**config.mk**
```make
export PLATFORM = sky130hd
export DESIGN_NAME = servo_group_target_framer_flat
export DESIGN_NICKNAME = d
export VERILOG_FILES = /design/src/sv/sgtf_pkg.sv /design/src/sv/sgtf_in_if.sv /design/src/sv/sgtf_out_if.sv /design/src/sv/sgtf_front.sv /design/src/sv/sgtf_queue.sv /design/src/sv/sgtf_back.sv /design/src/sv/servo_group_target_framer.sv /design/src/flat_wrapper.sv
export SDC_FILE = /design/constraint.sdc
export NUM_CORES = 2
export LEC_CHECK = 0
export ABC_AREA = 1
export BUFFER_PORTS_ARGS = -buffer_cell sky130_fd_sc_hd__buf_4
export CAP_MARGIN = 0
export CELL_PAD_IN_SITES_DETAIL_PLACEMENT = 1
export CELL_PAD_IN_SITES_GLOBAL_PLACEMENT = 2
export CORE_MARGIN = 1
export CORE_UTILIZATION = 40
export CTS_BUF_LIST = sky130_fd_sc_hd__clkbuf_4 sky130_fd_sc_hd__clkbuf_8 sky130_fd_sc_hd__clkbuf_16
export DETAILED_ROUTE_END_ITERATION = 16
export GPL_TIMING_DRIVEN = 1
export HOLD_SLACK_MARGIN = 0.02
export PLACE_DENSITY_LB_ADDON = 0.15
export SKIP_CTS_REPAIR_TIMING = 1
export SLEW_MARGIN = 30
export SYNTH_ARGS = -nofsm -noshare
export SYNTH_HDL_FRONTEND = slang
export SYNTH_SLANG_ARGS = --single-unit
```
**constraint.sdc**
```tcl
create_clock -name clk -period 16.7 [get_ports clk]
set_input_delay 3.34 -clock clk [delete_from_list [all_inputs] [get_ports clk]]
set_output_delay 3.34 -clock clk [all_outputs]
set_load 0.02 [all_outputs]
```
**src/sv/sgtf_pkg.sv**
```systemverilog
package sgtf_pkg;

    // Channel count and the index width that addresses the offset table
    localparam int CHANNELS = 24;
    localparam int CH_IW    = (CHANNELS > 1) ? $clog2(CHANNELS) : 1;

    // Configuration port geometry
    localparam int REG_W     = 18;
    localparam int REG_IDX_W = 2;

    typedef enum logic [REG_IDX_W-1:0] {
        REG_GAIN = 2'd0,
        REG_BASE = 2'd1,
        REG_MAX  = 2'd2,
        REG_DEV  = 2'd3
    } reg_idx_t;

    // Register reset values
    localparam logic [17:0] GAIN_RESET = 18'd146677;
    localparam logic [11:0] BASE_RESET = 12'd600;
    localparam logic [11:0] MAX_RESET  = 12'd3000;
    localparam logic [6:0]  DEV_RESET  = 7'd12;

    // Frame header constants
    localparam logic [7:0] SYNC_BYTE  = 8'hAA;
    localparam logic [7:0] MULTI_BYTE = 8'h1F;

    // Input command codes
    localparam logic CMD_SET_OFFSET = 1'b0;
    localparam logic CMD_POSITION   = 1'b1;

    typedef enum logic [1:0] {
        ST_OK      = 2'd0,
        ST_BAD_CH  = 2'd1,
        ST_BAD_OFF = 2'd2,
        ST_BAD_GRP = 2'd3
    } status_t;

    typedef enum logic [1:0] {
        JOB_STATUS = 2'd0,
        JOB_HEADER = 2'd1,
        JOB_TARGET = 2'd2
    } job_kind_t;

    // Beat positions within a header-plus-target frame
    localparam logic [2:0] BEAT_SYNC  = 3'd0;
    localparam logic [2:0] BEAT_DEV   = 3'd1;
    localparam logic [2:0] BEAT_CMD   = 3'd2;
    localparam logic [2:0] BEAT_COUNT = 3'd3;
    localparam logic [2:0] BEAT_START = 3'd4;
    localparam logic [2:0] BEAT_LO    = 3'd5;
    localparam logic [2:0] BEAT_HI    = 3'd6;

    // Job queue between front and back
    localparam int QUEUE_DEPTH = 4;
    localparam int Q_AW        = $clog2(QUEUE_DEPTH);

    typedef struct packed {
        logic [17:0] gain_per_radian;
        logic [11:0] base_pulse;
        logic [11:0] max_pulse;
        logic [6:0]  device_number;
    } cfg_t;

    typedef struct packed {
        job_kind_t   kind;
        status_t     status;
        logic [4:0]  cnt;
        logic [4:0]  ch;
        logic [13:0] target;
    } job_t;

endpackage

```
**src/sv/sgtf_in_if.sv**
```systemverilog
interface sgtf_in_if;
    logic               valid;
    logic               ready;
    logic               cmd;
    logic [4:0]         channel;
    logic signed [12:0] offset_value;
    logic [4:0]         group_count;
    logic               first;
    logic signed [15:0] angle;

    modport source (
        output valid, cmd, channel, offset_value, group_count, first, angle,
        input  ready
    );
    modport sink (
        input  valid, cmd, channel, offset_value, group_count, first, angle,
        output ready
    );
endinterface

```
**src/sv/sgtf_out_if.sv**
```systemverilog
interface sgtf_out_if;
    logic       valid;
    logic       ready;
    logic [7:0] out_byte;
    logic       byte_valid;
    logic [1:0] status;
    logic       last;

    modport source (
        output valid, out_byte, byte_valid, status, last,
        input  ready
    );
    modport sink (
        input  valid, out_byte, byte_valid, status, last,
        output ready
    );
endinterface

```
**src/sv/sgtf_front.sv**
```systemverilog
module sgtf_front (
    input  logic          clk,
    input  logic          rst_n,
    sgtf_in_if.sink       item,
    input  sgtf_pkg::cfg_t cfg,
    output sgtf_pkg::job_t job,
    output logic          job_valid,
    input  logic          job_ready
);
    import sgtf_pkg::*;

    // Offset table and group tracking
    logic signed [12:0] offset_reg [CHANNELS];
    logic [4:0] remaining_reg, remaining_next;
    logic [4:0] next_channel_reg, next_channel_next;
    logic       dropping_reg, dropping_next;

    // Stage A: classified item with offset looked up
    logic               a_valid_reg;
    job_kind_t          a_kind_reg;
    status_t            a_status_reg;
    logic [4:0]         a_cnt_reg;
    logic [4:0]         a_ch_reg;
    logic signed [15:0] a_angle_reg;
    logic signed [13:0] a_offb_reg;

    // Stage B: product registered
    logic               b_valid_reg;
    job_kind_t          b_kind_reg;
    status_t            b_status_reg;
    logic [4:0]         b_cnt_reg;
    logic [4:0]         b_ch_reg;
    logic signed [34:0] b_prod_reg;
    logic signed [13:0] b_offb_reg;

    logic b_adv, a_adv, accept;
    logic ch_ok, off_ok, cnt_ok, rd_ok, tbl_we;
    logic signed [13:0] off_in, max_s, offb;
    logic signed [12:0] rd_off;
    logic [4:0]  rd_ch;
    logic [5:0]  room;
    job_kind_t   kind;
    status_t     status;
    logic signed [34:0] prod;
    logic signed [35:0] sum;
    logic [17:0] t_raw;
    logic [13:0] lim, target;

    // Pipeline flow: each stage moves when the one after it frees up
    assign b_adv      = !b_valid_reg || job_ready;
    assign a_adv      = !a_valid_reg || b_adv;
    assign item.ready = a_adv;
    assign accept     = item.valid && a_adv;
    assign job_valid  = b_valid_reg;

    // Range checks on the incoming beat
    assign ch_ok  = {1'b0, item.channel} < 6'(CHANNELS);
    assign off_in = {item.offset_value[12], item.offset_value};
    assign max_s  = $signed({2'b00, cfg.max_pulse});
    assign off_ok = (off_in <= max_s) && (off_in >= -max_s);
    assign room   = 6'(CHANNELS) - {1'b0, item.channel};
    assign cnt_ok = (item.group_count != 5'd0) && ({1'b0, item.group_count} <= room);

    // Classify the beat and work out the group state that follows
    always_comb
    begin
        remaining_next    = remaining_reg;
        next_channel_next = next_channel_reg;
        dropping_next     = dropping_reg;
        tbl_we            = 1'b0;
        kind              = JOB_STATUS;
        status            = ST_OK;
        rd_ch             = next_channel_reg;
        if (item.cmd == CMD_SET_OFFSET)
        begin
            if (!ch_ok)
                status = ST_BAD_CH;
            else if (!off_ok)
                status = ST_BAD_OFF;
            else
                tbl_we = 1'b1;
        end
        else if (item.first)
        begin
            if (!ch_ok)
            begin
                status         = ST_BAD_CH;
                dropping_next  = 1'b1;
                remaining_next = 5'd0;
            end
            else if (!cnt_ok)
            begin
                status         = ST_BAD_GRP;
                dropping_next  = 1'b1;
                remaining_next = 5'd0;
            end
            else
            begin
                kind              = JOB_HEADER;
                dropping_next     = 1'b0;
                remaining_next    = item.group_count - 5'd1;
                next_channel_next = item.channel + 5'd1;
                rd_ch             = item.channel;
            end
        end
        else if (dropping_reg || (remaining_reg == 5'd0))
        begin
            status = ST_BAD_GRP;
        end
        else
        begin
            kind              = JOB_TARGET;
            remaining_next    = remaining_reg - 5'd1;
            next_channel_next = next_channel_reg + 5'd1;
        end
    end

    // Look up the offset; channels past the table read as zero
    assign rd_ok  = {1'b0, rd_ch} < 6'(CHANNELS);
    assign rd_off = rd_ok ? offset_reg[rd_ch[CH_IW-1:0]] : 13'sd0;
    assign offb   = $signed({rd_off[12], rd_off}) + $signed({2'b00, cfg.base_pulse});

    // Hold offsets and group state
    always_ff @(posedge clk or negedge rst_n)
    begin
        if (!rst_n)
        begin
            for (int i = 0; i < CHANNELS; i++)
                offset_reg[i] <= '0;
            remaining_reg    <= '0;
            next_channel_reg <= '0;
            dropping_reg     <= 1'b0;
        end
        else if (accept)
        begin
            if (tbl_we)
                offset_reg[item.channel[CH_IW-1:0]] <= item.offset_value;
            remaining_reg    <= remaining_next;
            next_channel_reg <= next_channel_next;
            dropping_reg     <= dropping_next;
        end
    end

    // Stage A valid
    always_ff @(posedge clk or negedge rst_n)
    begin
        if (!rst_n)
            a_valid_reg <= 1'b0;
        else if (a_adv)
            a_valid_reg <= item.valid;
    end

    // Stage A payload
    always_ff @(posedge clk)
    begin
        if (accept)
        begin
            a_kind_reg   <= kind;
            a_status_reg <= status;
            a_cnt_reg    <= item.group_count;
            a_ch_reg     <= item.channel;
            a_angle_reg  <= item.angle;
            a_offb_reg   <= offb;
        end
    end

    // Angle times gain, Q20 microseconds
    assign prod = a_angle_reg * $signed({1'b0, cfg.gain_per_radian});

    // Stage B valid
    always_ff @(posedge clk or negedge rst_n)
    begin
        if (!rst_n)
            b_valid_reg <= 1'b0;
        else if (b_adv)
            b_valid_reg <= a_valid_reg;
    end

    // Stage B payload
    always_ff @(posedge clk)
    begin
        if (b_adv && a_valid_reg)
        begin
            b_kind_reg   <= a_kind_reg;
            b_status_reg <= a_status_reg;
            b_cnt_reg    <= a_cnt_reg;
            b_ch_reg     <= a_ch_reg;
            b_prod_reg   <= prod;
            b_offb_reg   <= a_offb_reg;
        end
    end

    // Add the offset term, floor to quarter microseconds and clamp
    assign sum   = $signed({{2{b_offb_reg[13]}}, b_offb_reg, 20'd0})
                 + $signed({b_prod_reg[34], b_prod_reg});
    assign t_raw = sum[35:18];
    assign lim   = {cfg.max_pulse, 2'b00};

    always_comb
    begin
        if (sum[35])
            target = '0;
        else if (t_raw > {4'd0, lim})
            target = lim;
        else
            target = t_raw[13:0];
    end

    assign job.kind   = b_kind_reg;
    assign job.status = b_status_reg;
    assign job.cnt    = b_cnt_reg;
    assign job.ch     = b_ch_reg;
    assign job.target = target;

endmodule

```
**src/sv/sgtf_queue.sv**
```systemverilog
module sgtf_queue (
    input  logic           clk,
    input  logic           rst_n,
    input  sgtf_pkg::job_t push_job,
    input  logic           push_valid,
    output logic           push_ready,
    output sgtf_pkg::job_t head,
    output logic           head_valid,
    input  logic           pop
);
    import sgtf_pkg::*;

    job_t            mem [QUEUE_DEPTH];
    logic [Q_AW-1:0] wr_ptr_reg, rd_ptr_reg;
    logic [Q_AW:0]   count_reg;
    logic            push, do_pop;

    assign push_ready = count_reg != (Q_AW + 1)'(QUEUE_DEPTH);
    assign head_valid = count_reg != '0;
    assign push       = push_valid && push_ready;
    assign do_pop     = pop && head_valid;
    assign head       = mem[rd_ptr_reg];

    // Store the pushed job
    always_ff @(posedge clk)
    begin
        if (push)
            mem[wr_ptr_reg] <= push_job;
    end

    // Advance pointers and fill level
    always_ff @(posedge clk or negedge rst_n)
    begin
        if (!rst_n)
        begin
            wr_ptr_reg <= '0;
            rd_ptr_reg <= '0;
            count_reg  <= '0;
        end
        else
        begin
            if (push)
                wr_ptr_reg <= wr_ptr_reg + Q_AW'(1);
            if (do_pop)
                rd_ptr_reg <= rd_ptr_reg + Q_AW'(1);
            if (push && !do_pop)
                count_reg <= count_reg + (Q_AW + 1)'(1);
            else if (do_pop && !push)
                count_reg <= count_reg - (Q_AW + 1)'(1);
        end
    end

endmodule

```
**src/sv/sgtf_back.sv**
```systemverilog
module sgtf_back (
    input  logic           clk,
    input  logic           rst_n,
    input  sgtf_pkg::job_t head,
    input  logic           head_valid,
    output logic           pop,
    input  logic [6:0]     device_number,
    sgtf_out_if.source     result
);
    import sgtf_pkg::*;

    logic [2:0] idx_reg, idx_next;
    logic [2:0] beat;
    logic       out_valid_reg;
    logic [7:0] byte_reg;
    logic       bv_reg, last_reg;
    logic [1:0] status_reg;
    logic [7:0] nx_byte;
    logic       nx_bv, nx_last;
    logic [1:0] nx_status;
    logic       load, take;

    // A target-only job starts at the low target byte
    assign beat = ((head.kind == JOB_TARGET) && (idx_reg == BEAT_SYNC)) ? BEAT_LO : idx_reg;

    // Decode the beat to send
    always_comb
    begin
        nx_byte   = '0;
        nx_bv     = 1'b1;
        nx_status = ST_OK;
        nx_last   = 1'b0;
        unique case (head.kind) inside
            JOB_HEADER, JOB_TARGET:
            begin
                unique case (beat)
                    BEAT_SYNC:  nx_byte = SYNC_BYTE;
                    BEAT_DEV:   nx_byte = {1'b0, device_number};
                    BEAT_CMD:   nx_byte = MULTI_BYTE;
                    BEAT_COUNT: nx_byte = {3'b000, head.cnt};
                    BEAT_START: nx_byte = {3'b000, head.ch};
                    BEAT_LO:    nx_byte = {1'b0, head.target[6:0]};
                    BEAT_HI:
                    begin
                        nx_byte = {1'b0, head.target[13:7]};
                        nx_last = 1'b1;
                    end
                    default:
                    begin
                        nx_byte = '0;
                        nx_last = 1'b1;
                    end
                endcase
            end
            default:
            begin
                nx_bv     = 1'b0;
                nx_status = head.status;
                nx_last   = 1'b1;
            end
        endcase
    end

    assign load     = !out_valid_reg || result.ready;
    assign take     = load && head_valid;
    assign pop      = take && nx_last;
    assign idx_next = nx_last ? BEAT_SYNC : beat + 3'd1;

    // Advance the beat counter and output valid
    always_ff @(posedge clk or negedge rst_n)
    begin
        if (!rst_n)
        begin
            idx_reg       <= BEAT_SYNC;
            out_valid_reg <= 1'b0;
        end
        else if (load)
        begin
            out_valid_reg <= head_valid;
            if (head_valid)
                idx_reg <= idx_next;
        end
    end

    // Load the output beat
    always_ff @(posedge clk)
    begin
        if (take)
        begin
            byte_reg   <= nx_byte;
            bv_reg     <= nx_bv;
            status_reg <= nx_status;
            last_reg   <= nx_last;
        end
    end

    assign result.valid      = out_valid_reg;
    assign result.out_byte   = byte_reg;
    assign result.byte_valid = bv_reg;
    assign result.status     = status_reg;
    assign result.last       = last_reg;

endmodule

```
**src/sv/servo_group_target_framer.sv**
```systemverilog
// An item's first result beat passes stage A, stage B, the job queue and the output
// beat register. The byte serialiser sends one beat per cycle unless result.ready
// stalls it; a position element is 2 beats, a group's first 7, a rejected or
// set-offset item 1. The front takes one item per cycle until the four-entry job
// queue fills. Reset (rst_n, asynchronous, active low) restores register defaults,
// clears the offset table and group state, and empties the pipeline and queue.
module servo_group_target_framer (
    input  logic                           clk,
    input  logic                           rst_n,
    input  logic                           cfg_we,
    input  logic [sgtf_pkg::REG_IDX_W-1:0] cfg_index,
    input  logic [sgtf_pkg::REG_W-1:0]     cfg_data,
    sgtf_in_if.sink                        item,
    sgtf_out_if.source                     result
);
    import sgtf_pkg::*;

    cfg_t cfg_reg;
    job_t fq_job, head;
    logic fq_valid, fq_ready, head_valid, pop;

    // Write configuration registers
    always_ff @(posedge clk or negedge rst_n)
    begin
        if (!rst_n)
        begin
            cfg_reg.gain_per_radian <= GAIN_RESET;
            cfg_reg.base_pulse      <= BASE_RESET;
            cfg_reg.max_pulse       <= MAX_RESET;
            cfg_reg.device_number   <= DEV_RESET;
        end
        else if (cfg_we)
        begin
            unique case (reg_idx_t'(cfg_index))
                REG_GAIN: cfg_reg.gain_per_radian <= cfg_data;
                REG_BASE: cfg_reg.base_pulse      <= cfg_data[11:0];
                REG_MAX:  cfg_reg.max_pulse       <= cfg_data[11:0];
                REG_DEV:  cfg_reg.device_number   <= cfg_data[6:0];
            endcase
        end
    end

    sgtf_front u_front (
        .clk       (clk),
        .rst_n     (rst_n),
        .item      (item),
        .cfg       (cfg_reg),
        .job       (fq_job),
        .job_valid (fq_valid),
        .job_ready (fq_ready)
    );

    sgtf_queue u_queue (
        .clk        (clk),
        .rst_n      (rst_n),
        .push_job   (fq_job),
        .push_valid (fq_valid),
        .push_ready (fq_ready),
        .head       (head),
        .head_valid (head_valid),
        .pop        (pop)
    );

    sgtf_back u_back (
        .clk           (clk),
        .rst_n         (rst_n),
        .head          (head),
        .head_valid    (head_valid),
        .pop           (pop),
        .device_number (cfg_reg.device_number),
        .result        (result)
    );

endmodule

```
**src/flat_wrapper.sv**
```systemverilog
// flat-port wrapper written by rule: the top's interface ports become plain ports
module servo_group_target_framer_flat import sgtf_pkg::*;
  (clk, rst_n, cfg_we, cfg_index, cfg_data, item_valid, item_cmd, item_channel, item_offset_value, item_group_count, item_first, item_angle, item_ready, result_valid, result_out_byte, result_byte_valid, result_status, result_last, result_ready);
  sgtf_in_if item_i ();
  sgtf_out_if result_i ();
  input  logic clk;
  input  logic rst_n;
  input  logic cfg_we;
  input  logic [sgtf_pkg::REG_IDX_W-1:0] cfg_index;
  input  logic [sgtf_pkg::REG_W-1:0] cfg_data;
  input wire logic [$bits(item_i.valid)-1:0] item_valid;
  input wire logic [$bits(item_i.cmd)-1:0] item_cmd;
  input wire logic [$bits(item_i.channel)-1:0] item_channel;
  input wire logic [$bits(item_i.offset_value)-1:0] item_offset_value;
  input wire logic [$bits(item_i.group_count)-1:0] item_group_count;
  input wire logic [$bits(item_i.first)-1:0] item_first;
  input wire logic [$bits(item_i.angle)-1:0] item_angle;
  output wire logic [$bits(item_i.ready)-1:0] item_ready;
  output wire logic [$bits(result_i.valid)-1:0] result_valid;
  output wire logic [$bits(result_i.out_byte)-1:0] result_out_byte;
  output wire logic [$bits(result_i.byte_valid)-1:0] result_byte_valid;
  output wire logic [$bits(result_i.status)-1:0] result_status;
  output wire logic [$bits(result_i.last)-1:0] result_last;
  input wire logic [$bits(result_i.ready)-1:0] result_ready;
  assign item_i.valid = item_valid;
  assign item_i.cmd = item_cmd;
  assign item_i.channel = item_channel;
  assign item_i.offset_value = item_offset_value;
  assign item_i.group_count = item_group_count;
  assign item_i.first = item_first;
  assign item_i.angle = item_angle;
  assign item_ready = item_i.ready;
  assign result_valid = result_i.valid;
  assign result_out_byte = result_i.out_byte;
  assign result_byte_valid = result_i.byte_valid;
  assign result_status = result_i.status;
  assign result_last = result_i.last;
  assign result_i.ready = result_ready;
  servo_group_target_framer u_core (.clk(clk), .rst_n(rst_n), .cfg_we(cfg_we), .cfg_index(cfg_index), .cfg_data(cfg_data), .item(item_i), .result(result_i));
endmodule
```
==> results.py <==
metrics = {
    "outcome": {
        "status": "completed",
    },
    "job": {
        "maxCapViolCount": 0,
    },
    "power_and_ir_drop": {
        "p_leak_nw": 19.8,
        "p_comb_share_pct": 61.4,
        "vdd_drop_max_mv": 0.304,
        "swShare_pct": 47.9,
        "power.clock.fraction_pct": 16.4,
        "seq_power_share_pct": 22.2,
        "net-switching-power_w": 0.00482,
        "p_int_w": 0.00524,
        "powerDensity_nw_per_um2": 242,
    },
    "cells_and_area": {
        "finish.instance_area_um2": 41500,
        "ff_latch_area_um2": 16100,
        "fill_cells": 10874,
        "largest_reg_flops": 312,
        "drive_gt1_share_pct": 8.06,
        "mostFrequentLayoutCells": "nand2_1, inv_1, o21ai_0",
        "nNetsFinal": 4716,
        "multi_input_area_um2": 18300,
        "syn_to_final_growth_pct": 10.5,
        "mostFrequentLayoutCell": "nand2_1",
    },
    "worst_setup_path": {
        "cp_max_fo": 75,
        "cp.arrival_ps": 9750,
        "worstSetupPathType": "input port to flop",
        "required_ps": 17100,
        "crit_top_cell": "nand2_1",
        "endpoint_kind": "flop",
        "startpoint_type": "input port",
        "max_stage_delay_ps": 750,
        "slowest_stage": "buf_4",
    },
    "yosys": {
        "ys_ff_latch": 598,
        "synthDistinctLibCells": 59,
        "synth_edf_count": 213,
        "syn_avg_cell_area_um2": 8.83,
        "ys.flop_type": "dfrtp_1",
        "syn_nets": 4759,
        "netlist_instances": 4262,
        "ys_async_sr_fraction_pct": 64.4,
        "syn_area_um2": 37600,
        "yosys_warnings": 0,
        "yosysSeqAreaShare_pct": 42.7,
    },
    "clocking": {
        "cts_buffers": 72,
        "cts_buffer_depth": 3,
        "cts_tree": "built",
        "cts.sinks": 598,
        "ctsRootBufferMaster": "clkbuf_16",
        "htree_levels": 3,
        "clk_pin_slew_ps": 60,
        "clk_latency_ps": 650,
    },
    "placement": {
        "dpl.hpwl_um": 78100,
        "port_buffers": 79,
        "place_area_um2": 39000,
        "gp_congestion": 0.848,
    },
    "floorplanning": {
        "core_area_um2": 93200,
        "row_count": 112,
        "pin_count": 80,
        "die_area_um2": 95300,
        "die_height_um": 309,
        "initial_core_util_pct": 40.4,
        "die_x_um": 309,
    },
    "detailed_routing": {
        "dr.first_iter.drc_count": 1605,
        "drcViolationCount": 0,
        "num_vias": 28477,
        "drt-vias-per-instance": 5.15,
        "routed_wl_um": 113000,
        "avgRoutedWirePerCell_um": 20.4,
        "postRouteAntennaNets": 0,
        "first_pass_iters": 5,
    },
    "timing": {
        "slew_viol_final": 0,
        "setup_viol": 0,
        "fin_worst_skew_ps": 22.6,
        "fmax_ghz": 0.107,
        "hold_slack_ps": 422,
        "period_minus_slack_ps": 9350,
        "worst-slew-pin-transition_ps": 1020,
        "hold_violations": 0,
        "final.setup.tns_ps": 0,
        "slew_headroom_pct": 31.9,
        "rsz0062_at_grt": "false",
        "post-route-period-util_pct": 56.0,
    },
    "global_routing": {
        "grt_pass1_wl_um": 178000,
        "antenna_found_initial": 2,
        "grt_usage_pct": 24.2,
        "first_global_vias": 29974,
        "grt_max_degree": 157,
        "grt_overflow": 0,
    },
    "worst_hold_path": {
        "hold_path_class": "flop to flop",
    },
}
==> worst paths after layout <==
check | slack, ps | to | startpoint | cells past startpoint
max | 7350 | u_core.u_front.a_offb_reg[12]$_DFFE_PP_ | item_channel[0] | 37
min | 420 | u_core.u_front.b_offb_reg[12]$_DFFE_PP_ | u_core.u_front.a_offb_reg[12]$_DFFE_PP_ | 0
max reg2reg | 10130 | u_core.u_front.b_prod_reg[25]$_DFFE_PP_ | u_core.u_front.a_angle_reg[1]$_DFFE_PP_ | 22
min reg2reg | 420 | u_core.u_front.b_offb_reg[12]$_DFFE_PP_ | u_core.u_front.a_offb_reg[12]$_DFFE_PP_ | 0
max in group asynchronous | 11740 | u_core.u_front.offset_reg[200]$_DFFE_PN0P_ | rst_n | 5
min in group asynchronous | 2740 | u_core.u_front.offset_reg[216]$_DFFE_PN0P_ | rst_n | 1
==> power groups by stage <==
stage | clock network [W] | registers, W | logic [W]
4_1_cts | 0.00169 | 0.00223 | 0.00633
3_3_place_gp | 0 | 0.00225 | 0.00620
5_1_grt | 0.00174 | 0.00226 | 0.00709
6_report | 0.00165 | 0.00223 | 0.00618
2_1_floorplan | 0 | 0.00216 | 0.00448
3_5_place_dp | 0 | 0.00226 | 0.00625
==> metal layers <==
layer / wire length [µm] / up-vias / GRT usage, %
li1: - / 13608 / -
met1: 52900 / 14350 / 33.4
met5: 0 / - / 0
met2: 53600 / 390 / 40.5
met4: 2590 / 0 / 6.39
met3: 3460 / 129 / 2.64
==> area by class of cell <==
class                      instances  area share (%)
antenna                            1         0.00602
clock buffer                      95            4.88
clock inverter                    38            1.08
inverter                         595            5.38
multi-input combinational       2838            44.0
sequential                       598            38.7
tap                             1254            3.78
timing repair buffer             114            2.20
==> synth_stat cells, drive strengths merged (47+ instances only) <==
cell type / instances / area (µm²)
nand2: 1076 / 4120
inv: 593 / 2230
o21ai: 500 / 2520
dfrtp: 361 / 9030
nand3: 281 / 1430
fa: 224 / 4480
nor2: 216 / 843
edfxtp: 213 / 6400
ha: 207 / 2590
clkbuf: 154 / 609
a21oi: 106 / 531
buf: 77 / 454
xor2: 47 / 412
==> critical path: cells and delay by family <==
family | cells | cell delay [ps]
buffers and inverters | 8 | 2040
AND/OR/NAND/NOR | 17 | 1840
AO/OA/AOI/OAI | 7 | 1190
adder cells (fa/ha/maj) | 4 | 1050
XOR/XNOR | 1 | 180
==> per-stage QoR <==
| step | total power [W] | utilization [%] | setup WS, ps | std cells |
|---|---|---|---|---|
| floorplan | 0.00664 | - | 9090 | 4262 |
| global placement | 0.00845 | 41.9 | 6700 | 5397 |
| detailed placement | 0.00851 | 41.9 | 6600 | 5398 |
| CTS | 0.0103 | 44.6 | 7300 | 5531 |
| global route | 0.0111 | 44.6 | 6560 | 5532 |
| finish | 0.0101 | 44.6 | 7350 | 5533 |
==> logic make-up (layout without fill, tap and decap cells) <==
| kind of cell | after synthesis | count (layout) | share of synthesized area (%) |
|---|---|---|---|
| XOR/XNOR | 61 | 61 | 1.42 |
| other | 0 | 1 | 0 |
| AO/OA/AOI/OAI | 700 | 700 | 9.99 |
| AND/OR/NAND/NOR | 1638 | 1638 | 18.1 |
| buffers and inverters | 826 | 842 | 8.77 |
| flip-flops | 598 | 598 | 42.7 |
| multiplexers | 8 | 8 | 0.240 |
| adder cells (fa/ha/maj) | 431 | 431 | 18.8 |
No activity file was read; power rests on OpenSTA's default activity.
